`config.mk`:
```
export PLATFORM = sky130hd
export DESIGN_NAME = prime_factor_lister_core
export DESIGN_NICKNAME = d
export VERILOG_FILES = /design/src/pfl_pkg.sv /design/src/pfl_div.sv /design/src/prime_factor_lister_core.sv
export SDC_FILE = /design/constraint.sdc
export NUM_CORES = 1
export LEC_CHECK = 0
export ABC_AREA = 1
export ABC_CLOCK_PERIOD_IN_PS = 6200
export BUFFER_PORTS_ARGS = -buffer_cell sky130_fd_sc_hd__buf_2
export CAP_MARGIN = 25
export CORE_ASPECT_RATIO = 0.75
export CORE_UTILIZATION = 45
export CTS_CLUSTER_DIAMETER = 40
export DETAILED_ROUTE_END_ITERATION = 10
export PLACE_DENSITY = 0.62
export SYNTH_ARGS = -nofsm -noshare
export SYNTH_HDL_FRONTEND = slang
export SYNTH_HIERARCHICAL = 1
export SYNTH_SLANG_ARGS = --single-unit
```
`constraint.sdc`:
```
create_clock -name clk -period 6.2 [get_ports clk]
set_input_delay 0.31 -clock clk [delete_from_list [all_inputs] [get_ports clk]]
set_output_delay 0.31 -clock clk [all_outputs]
set_load 0.01 [all_outputs]
```
`src/pfl_pkg.sv`:
```
// shared constants and types for the prime factor lister
`default_nettype none
package pfl_pkg;

  localparam int VALUE_WIDTH = 32;
  localparam int DATA_W      = 32;
  localparam int N_W         = (VALUE_WIDTH < DATA_W) ? VALUE_WIDTH : DATA_W;
  localparam int MAX_RESULTS = 9;
  localparam int CNT_W       = $clog2(MAX_RESULTS + 1);
  localparam int DIV_CNT_W   = $clog2(N_W);

  typedef logic [N_W-1:0] num_t;

  typedef struct packed {
    logic start;
    num_t dividend;
    num_t divisor;
  } div_req_t;

  typedef struct packed {
    logic done;
    num_t quotient;
    num_t remainder;
  } div_rsp_t;

endpackage
`default_nettype wire

```
`src/pfl_div.sv`:
```
// restoring divider, one quotient bit per cycle
`default_nettype none
module pfl_div (
  input  wire logic             clk,
  input  wire logic             rst,
  input  wire pfl_pkg::div_req_t req,
  output pfl_pkg::div_rsp_t     rsp
);

  logic                       busy;
  logic                       done;
  logic [pfl_pkg::DIV_CNT_W-1:0] cnt;
  pfl_pkg::num_t              rem;
  pfl_pkg::num_t              quo;
  pfl_pkg::num_t              dvs;

  logic [pfl_pkg::N_W:0]      rem_sh;
  logic [pfl_pkg::N_W:0]      diff;
  logic                       fits;

  assign rem_sh = {rem, quo[pfl_pkg::N_W-1]};
  assign diff   = rem_sh - {1'b0, dvs};
  assign fits   = (rem_sh >= {1'b0, dvs});

  always_ff @(posedge clk) begin
    if (rst) begin
      busy <= 1'b0;
      done <= 1'b0;
      cnt  <= '0;
    end else begin
      done <= 1'b0;
      if (req.start) begin
        busy <= 1'b1;
        cnt  <= '0;
      end else if (busy) begin
        cnt <= cnt + 1'b1;
        if (cnt == pfl_pkg::DIV_CNT_W'(pfl_pkg::N_W - 1)) begin
          busy <= 1'b0;
          done <= 1'b1;
        end
      end
    end
  end

  always_ff @(posedge clk) begin
    if (req.start) begin
      rem <= '0;
      quo <= req.dividend;
      dvs <= req.divisor;
    end else if (busy) begin
      rem <= fits ? diff[pfl_pkg::N_W-1:0] : rem_sh[pfl_pkg::N_W-1:0];
      quo <= {quo[pfl_pkg::N_W-2:0], fits};
    end
  end

  assign rsp.done      = done;
  assign rsp.quotient  = quo;
  assign rsp.remainder = rem;

endmodule
`default_nettype wire

```
`src/prime_factor_lister_core.sv`:
```
// prime factor lister top level: trial division sequencer and stream ports
// Takes one unsigned number per request and returns its distinct prime divisors in
// ascending order, the final one marked by tlast; 0 and 1 give a single result with
// tuser set and factor 0. Work is trial division by 2 and then odd divisors up to the
// square root of the remaining value, all on one shared restoring divider. A number
// costs a division per divisor tried, plus the extra divisions that strip a repeated
// prime, so a prime near 2^32 needs roughly 32768 tries. tready is high only while no
// request is in work; a finished result waits in the output register and does not hold
// the next request off.
`default_nettype none
module prime_factor_lister_core (
  input  wire logic        clk,
  input  wire logic        rst,
  input  wire logic        s_axis_tvalid,
  output logic             s_axis_tready,
  input  wire logic [31:0] s_axis_tdata,   // value
  output logic             m_axis_tvalid,
  input  wire logic        m_axis_tready,
  output logic [31:0]      m_axis_tdata,   // factor
  output logic             m_axis_tlast,
  output logic [0:0]       m_axis_tuser    // no_factors
);

  localparam logic [2:0] S_IDLE  = 3'd0;
  localparam logic [2:0] S_ZERO  = 3'd1;
  localparam logic [2:0] S_START = 3'd2;
  localparam logic [2:0] S_DIV   = 3'd3;
  localparam logic [2:0] S_PUSHP = 3'd4;
  localparam logic [2:0] S_FIN   = 3'd5;
  localparam logic [2:0] S_LASTN = 3'd6;

  logic [2:0]                 state;
  pfl_pkg::num_t              n;
  pfl_pkg::num_t              d;
  pfl_pkg::num_t              pend;
  logic                       pend_valid;
  logic                       strip;
  logic [pfl_pkg::CNT_W-1:0]  count;

  pfl_pkg::div_req_t          div_req;
  pfl_pkg::div_rsp_t          div_rsp;

  pfl_pkg::num_t              d_next;
  logic                       out_free;
  logic                       out_load;
  logic                       accept;
  logic                       tail_n;

  assign d_next        = (d == pfl_pkg::N_W'(2)) ? pfl_pkg::N_W'(3) : d + pfl_pkg::N_W'(2);
  assign out_free      = !m_axis_tvalid || m_axis_tready;
  assign s_axis_tready = (state == S_IDLE);
  assign accept        = s_axis_tvalid && s_axis_tready;
  assign tail_n        = (n > pfl_pkg::N_W'(1)) &&
                         (count < pfl_pkg::CNT_W'(pfl_pkg::MAX_RESULTS));
  assign out_load      = out_free &&
                         ((state == S_ZERO) || (state == S_PUSHP) || (state == S_LASTN) ||
                          ((state == S_FIN) && !(tail_n && !pend_valid)));

  assign div_req.start    = (state == S_START);
  assign div_req.dividend = n;
  assign div_req.divisor  = d;

  pfl_div u_div (
    .clk (clk),
    .rst (rst),
    .req (div_req),
    .rsp (div_rsp)
  );

  always_ff @(posedge clk) begin
    if (rst) begin
      state         <= S_IDLE;
      pend_valid    <= 1'b0;
      strip         <= 1'b0;
      count         <= '0;
      m_axis_tvalid <= 1'b0;
    end else begin
      if (m_axis_tready && !out_load) begin
        m_axis_tvalid <= 1'b0;
      end
      case (state)
        S_IDLE: begin
          if (accept) begin
            n          <= s_axis_tdata[pfl_pkg::N_W-1:0];
            d          <= pfl_pkg::N_W'(2);
            pend_valid <= 1'b0;
            strip      <= 1'b0;
            count      <= '0;
            if (s_axis_tdata[pfl_pkg::N_W-1:0] < pfl_pkg::N_W'(2)) begin
              state <= S_ZERO;
            end else begin
              state <= S_START;
            end
          end
        end
        S_ZERO: begin
          if (out_free) begin
            m_axis_tvalid <= 1'b1;
            m_axis_tdata  <= '0;
            m_axis_tlast  <= 1'b1;
            m_axis_tuser  <= 1'b1;
            state         <= S_IDLE;
          end
        end
        S_START: begin
          state <= S_DIV;
        end
        S_DIV: begin
          if (div_rsp.done) begin
            if (strip) begin
              if (div_rsp.remainder == '0) begin
                n <= div_rsp.quotient;
              end else begin
                strip <= 1'b0;
                d     <= d_next;
              end
              state <= S_START;
            end else if ((d > div_rsp.quotient) ||
                         (count == pfl_pkg::CNT_W'(pfl_pkg::MAX_RESULTS))) begin
              state <= S_FIN;
            end else if (div_rsp.remainder == '0) begin
              n     <= div_rsp.quotient;
              strip <= 1'b1;
              count <= count + 1'b1;
              if (pend_valid) begin
                state <= S_PUSHP;
              end else begin
                pend       <= d;
                pend_valid <= 1'b1;
                state      <= S_START;
              end
            end else begin
              d     <= d_next;
              state <= S_START;
            end
          end
        end
        S_PUSHP: begin
          if (out_free) begin
            m_axis_tvalid <= 1'b1;
            m_axis_tdata  <= pfl_pkg::DATA_W'(pend);
            m_axis_tlast  <= 1'b0;
            m_axis_tuser  <= 1'b0;
            pend          <= d;
            state         <= S_START;
          end
        end
        S_FIN: begin
          if (tail_n) begin
            if (!pend_valid) begin
              state <= S_LASTN;
            end else if (out_free) begin
              m_axis_tvalid <= 1'b1;
              m_axis_tdata  <= pfl_pkg::DATA_W'(pend);
              m_axis_tlast  <= 1'b0;
              m_axis_tuser  <= 1'b0;
              state         <= S_LASTN;
            end
          end else if (out_free) begin
            m_axis_tvalid <= 1'b1;
            m_axis_tdata  <= pfl_pkg::DATA_W'(pend);
            m_axis_tlast  <= 1'b1;
            m_axis_tuser  <= 1'b0;
            state         <= S_IDLE;
          end
        end
        S_LASTN: begin
          if (out_free) begin
            m_axis_tvalid <= 1'b1;
            m_axis_tdata  <= pfl_pkg::DATA_W'(n);
            m_axis_tlast  <= 1'b1;
            m_axis_tuser  <= 1'b0;
            state         <= S_IDLE;
          end
        end
        default: begin
          state <= S_IDLE;
        end
      endcase
    end
  end

`ifndef SYNTHESIS
  a_done_in_div: assert property (@(posedge clk) disable iff (rst)
    div_rsp.done |-> (state == S_DIV))
    else $error("divider finished outside the wait state");

  a_none_is_last: assert property (@(posedge clk) disable iff (rst)
    (m_axis_tvalid && m_axis_tuser[0]) |-> (m_axis_tlast && m_axis_tdata == 32'd0))
    else $error("no-factor result not alone");

  a_factor_ge2: assert property (@(posedge clk) disable iff (rst)
    (m_axis_tvalid && !m_axis_tuser[0]) |-> (m_axis_tdata >= 32'd2))
    else $error("listed factor below two");

  a_divisor_ok: assert property (@(posedge clk) disable iff (rst)
    (state == S_DIV) |-> (d >= pfl_pkg::N_W'(2)))
    else $error("trial divisor below two");
`endif

endmodule
`default_nettype wire
```
### Yosys cells after proc, flatten, opt, wreduce, memory -nomap -nowiden

Index checks and enable logic that the tools add are counted.

| word-level totals | value |
|---|---|
| flip-flop bits (word level) | 243 |
| input port bits | 36 |
| output and inout port bits | 36 |

| cells by class | value |
|---|---|
| add/subtract/negate cells | 4 |
| magnitude comparators | 5 |
| equality and inequality tests | 21 |
| multiplexer cells | 78 |
| bitwise logic cells | 2 |
| reduce and logical (&&, ||, !) cells | 36 |

Operators with widths:

| cell | count |
|---|---|
| 32-bit 2-to-1 mux | 25 |
| 32-bit one-hot mux with 2 select lines | 3 |
| 32-bit one-hot mux with 4 select lines | 1 |
| 33-bit by 32-bit greater-or-equal comparator with 1-bit output | 1 |
| 3-bit 2-to-1 mux | 11 |
| 32-bit by 2-bit adder with 32-bit output, second input constant | 1 |
| 32-bit by 2-bit == test with 1-bit output, second input constant | 1 |
| 32-bit by 1-bit > comparator with 1-bit output, second input constant | 1 |
| 32-bit > comparator | 1 |
| 32-bit logical NOT | 1 |
| 32-bit by 2-bit less-than comparator with 1-bit output, second input constant | 1 |
| 32-bit subtractor | 1 |
| 1-bit 2-to-1 mux | 25 |
| 4-bit 2-to-1 mux | 5 |
| 3-bit one-hot mux with 6 select lines | 1 |
| 2-bit inequality test, second input constant | 7 |
| 5-bit AND reduction | 2 |
| 3-bit == test, second input constant | 3 |
| 4-bit one-hot mux with 2 select lines | 1 |
| 4-bit AND reduction | 2 |
| 8-bit AND reduction | 1 |
| 3-bit by 2-bit == test with 1-bit output, second input constant | 2 |
| 1-bit logical AND | 6 |
| 3-bit inequality test, second input constant | 2 |
| other kinds (22) | 41 |

### Logic depth before layout (Yosys ltp)

| depth | value |
|---|---|
| depth after elaboration | 14 |
| depth in mapped cells | 20 |
| depth with buffers taken out | 20 |

### Hierarchy

Netlist, hierarchy kept.

Modules (own cells, without submodules):

| module | times used | cells an instance | area an instance (um^2) | sequential area each (um^2) |
|---|---|---|---|---|
| prime_factor_lister_core | 1 | 858 | 7,796.2 | 4,103.9 |
| pfl_div | 1 | 965 | 6,693.9 | 2,702.6 |

### Worst setup path after synthesis

No wires, ideal clock.

| timing | value |
|---|---|
| path kind | register -> register |
| start | reg d[19] |
| end | reg d[0] (enable) |
| arrival | 3.769 ns |
| required time | 5.739 ns |
| path slack | 1.970 ns |
| stages on the path, launching flop included | 15 |
| buffers on the path | 0 |
| period minus slack after synthesis | 4.230 ns |
| cell sequence | edfxtp_1 -> ha_1 -> nand2_1 -> inv_1 -> nand2_1 -> nand2_1 -> nand2_1 -> nand3_1 -> a21oi_1 -> nand2_1 -> nand2_1 -> nand2_1 -> nand2_1 -> a21oi_1 -> nor3_1 |

| on the way | value |
|---|---|
| longest elaborated chain between the ends | 4 |

Ends and longest elaborated chain:

| element | line | text |
|---|---|---|
| start, declared | prime_factor_lister_core.sv:34 | `pfl_pkg::num_t d;` |
| start signal, assigned | prime_factor_lister_core.sv:85 | `d <= pfl_pkg::N_W'(2);` |
| start signal, assigned | prime_factor_lister_core.sv:115 | `d <= d_next;` |
| start signal, assigned | prime_factor_lister_core.sv:133 | `d <= d_next;` |
| 32-bit > comparator | prime_factor_lister_core.sv:118 | `end else if ((d > div_rsp.quotient) \|\|` |
| 1-bit logical OR | prime_factor_lister_core.sv:118 |  |
| 3-bit inequality test (no source line) | n/a |  |
| 5-bit AND reduction (no source line) | n/a |  |

Every way passes these cells.
A chain may end at the register's enable or synchronous reset.

### Worst setup path after layout

| timing | value |
|---|---|
| start | reg d[11] |
| end | reg pend[7] (enable) |

| on the way | value |
|---|---|
| longest elaborated chain between the ends | 4 |

Ends and longest elaborated chain:

| element | line | text |
|---|---|---|
| 32-bit > comparator | prime_factor_lister_core.sv:118 |  |
| 1-bit logical OR | prime_factor_lister_core.sv:118 |  |
| 2-bit inequality test (no source line) | n/a |  |
| 8-bit AND reduction (no source line) | n/a |  |
| end signal, assigned | prime_factor_lister_core.sv:128 | `pend <= d;` |
| end signal, assigned | prime_factor_lister_core.sv:144 | `pend <= d;` |
| end, declared | prime_factor_lister_core.sv:35 | `pfl_pkg::num_t pend;` |

Every way passes these cells.

==> results.yml <==
clock_network:
  clkTransAtPathRegs_ps: 60
  cts_resized: 0
  post_cts_buffers: 0
  cts-root-buf: "clkbuf_16"
  clock_path_buffers: 3
  clock_latency_ps: 580
  cts_hold_buf: 0
  cts_tree: "yes"
  cts_made_buffers: 31
  cts_sinks: 243
  h-tree-depth: 1
yosys:
  syn_area_um2: 14500
  synth_area_leaders: "edfxtp_1 (40%), nand2_1 (15%), inv_1 (7.0%)"
  synth_edf_count: 194
  seq_area_frac_synth_pct: 47.0
  yosysUniqueCellTypes: 54
  syn_nets: 1930
  avgSynthCellArea_um2: 7.95
  async_flop_share_pct: 0
  synth_top_area_cell: "edfxtp_1"
  ys.flop_type: "edfxtp_1"
  synth_warnings: 6
  yosys.area.top_type_share_pct: 40.2
  synth_seq_cells: 243
  synth_cells: 1823
worst_setup_path:
  max_stage_delay_ps: 560
  crit_chain: "ha_1, nand4_1, nor3_1, nand4_1, nand2_1, nand2_1, o21ai_0, o211ai_1, nor2_2, buf_4"
  cp.required_ps: 6420
  r2r_start: "d[11]$_SDFFCE_PN0P_"
  crit_fanout: 32
  crit_type: "reg -> reg"
  worst-path-buf-inv: 1
  critPathLaunchType: "register"
  critPathArrivalTime_ps: 3540
  critPathCaptureType: "register"
  crit_path_start: "d[11]$_SDFFCE_PN0P_"
  crit_family: "simple AND/OR/NAND/NOR gates"
  cp_slowest_cell: "edfxtp_1"
global_routing:
  grt_max_degree: 78
  grt_overflow: 0
  antenna_found_initial: 0
  grt_use_total_pct: 25.6
  grt_pass1_vias: 11400
  grt_pass1_wl_um: 65000
pwr:
  peakVddDrop_mv: 0.272
  p_leak_nw: 7.53
  cellPowerDensity_nw_per_um2: 398
sta:
  setup-violations-final: 0
  slew_headroom_pct: 34.6
  period_share_pct: 53.7
  fmax_mhz: 301
  tns_ps: 0
  drv_slew: 0
  fin_crit_ps: 3330
  hold_viol_final: 0
  skew_ps: 20.4
  rsz0062_at_grt: "false"
  tightest_slew_ps: 979
  postLayoutSetupSlackWorst_ps: 2870
floorplanning:
  fp.dieArea_um2: 32900
  design.core.area_um2: 31500
  fp.dieH_um: 157
  fp.dieW_um: 209
  boundaryPins: 72
  rows: 56
  start_util_pct: 46.1
detailed_routing:
  route.detailed.drc: 0
  drtAntennaViolNets: 0
  vias: 12500
  drt_iter0_markers: 1227
  viasPerCell: 5.37
  first_pass_iters: 5
  wl_um: 41700
  wire_per_inst_um: 18.0
job:
  cap_violations: 0
place:
  io_buffer_count: 71
  post-dp-hpwl_um: 30900
  pre_cts_slack_ps: 2910
  place.gp.congestion: 0.944
  placed_area_um2: 15300
cells_and_area:
  nets: 2002
  layout-drive-gt1-share_pct: 9.80
  postLayoutCoreUtil_pct: 52.0
  syn2layout_area_growth_pct: 12.9
  final_area_um2: 16400
  antenna_cells: 0
hold_path:
  min-delay-start: "s_axis_tdata[11]"
  hold_class: "in -> reg"
outcome:
  outcome: "complete, no violations"
sequential cells by signal, indices dropped and copies added (netlist names), 3 cells and up:
name          cells
d                32
m_axis_tdata     32
n                32
pend             32
u_div/dvs        32
u_div/quo        32
u_div/rem        32
u_div/cnt         5
count             4
state             3
synth_stat cells, types with 2 or more instances:
cell        n
inv_1     270
xor2_1      5
o21ai_1    20
nand3_1   109
nand2_4     3
nor2_2      8
nor2_4      3
xnor2_1    15
nand2_1   585
inv_2      11
or2_1       2
nand4_1    26
o21ai_0    62
nand2_2     7
dfxtp_1    49
nor4_1     18
edfxtp_1  194
a31oi_1     2
nor3_4      3
buf_4       2
o21bai_1    6
and2_1      2
nand3b_1   23
o21a_1      2
buf_6       3
nor3_1     40
a32o_1      3
a211oi_1    3
buf_2      14
a21oi_1    77
a22o_1     14
clkbuf_1   23
ha_1       70
and3_1      2
buf_1       3
nor2_1    126
worst reg2reg max path, delay by kind of cell, from the launching register on:
kind / cells / cell delay (ps)
buf+inv: 1 / 400
fa+ha+maj: 1 / 390
compound gates: 2 / 490
simple gates: 6 / 1120
flops: 1 / 560
cells in the final DEF (no fill, tap or decap), types with 5 or more instances in the layout:
master	instances
nand2_1	585
inv_1	269
edfxtp_1	194
nor2_1	122
nand3_1	109
a21oi_1	77
buf_2	71
ha_1	70
o21ai_0	62
dfxtp_1	49
nor3_1	39
clkbuf_16	31
nand4_1	26
nand3b_1	23
o21ai_1	20
nor4_1	18
xnor2_1	15
a22o_1	14
buf_4	13
inv_2	12
nor2_2	10
inv_6	8
nand2_2	7
o21bai_1	6
nor2_4	5
xor2_1	5
bufinv_16	5
metrics by stage:
step	cells	power, mW	hold slack [ps]
2_1_floorplan	1823	3.83	386
3_3_place_gp	2268	4.56	456
3_5_place_dp	2268	4.58	471
4_1_cts	2325	6.50	18.9
5_1_grt	2325	6.89	40.6
6_report	2325	6.51	33.7
kinds of logic (layout without fill, tap and decap cells):
logic type	count (synthesis)	in the layout	share of synthesized area, %
simple gates	966	966	29.2
buf+inv	327	423	8.80
flops	243	243	47.0
compound gates	196	196	7.66
fa+ha+maj	71	71	6.18
xor+xnor	20	20	1.21
area by class of cell:
cell class	count	area, µm²
Clock buffer	34	787
Multi-Input combinational cell	1253	6430
Fill cell	3031	15100
Clock inverter	23	309
Sequential cell	243	6810
Tap cell	406	508
Inverter	282	1060
Timing Repair Buffer	84	453
where the power goes:
group / internal, mW / leakage, nW / switching, mW
clock network: 1.15 / 0.530 / 0.762
logic: 0.633 / 4.77 / 1.61
registers: 2.13 / 2.24 / 0.218
path summary, 6_finish.rpt:
check / end / slack (ps) / depth (start not counted)
max: pend[7]$_DFFE_PP_ / 2870 / 10
min: n[11]$_DFFE_PP_ / 30 / 3
max reg2reg: pend[7]$_DFFE_PP_ / 2870 / 10
min reg2reg: u_div/cnt[4]$_SDFFE_PP0P_ / 480 / 2
metal layers:
metal / track usage (%) / up-vias / routed length [µm]
met4: 4.87 / 0 / 736
met1: 41.4 / 5782 / 21100
met2: 34.6 / 513 / 16100
met3: 4.71 / 51 / 3810
li1: - / 6138 / -
met5: 0 / - / 0
No activity file was read; power rests on OpenSTA's default activity.
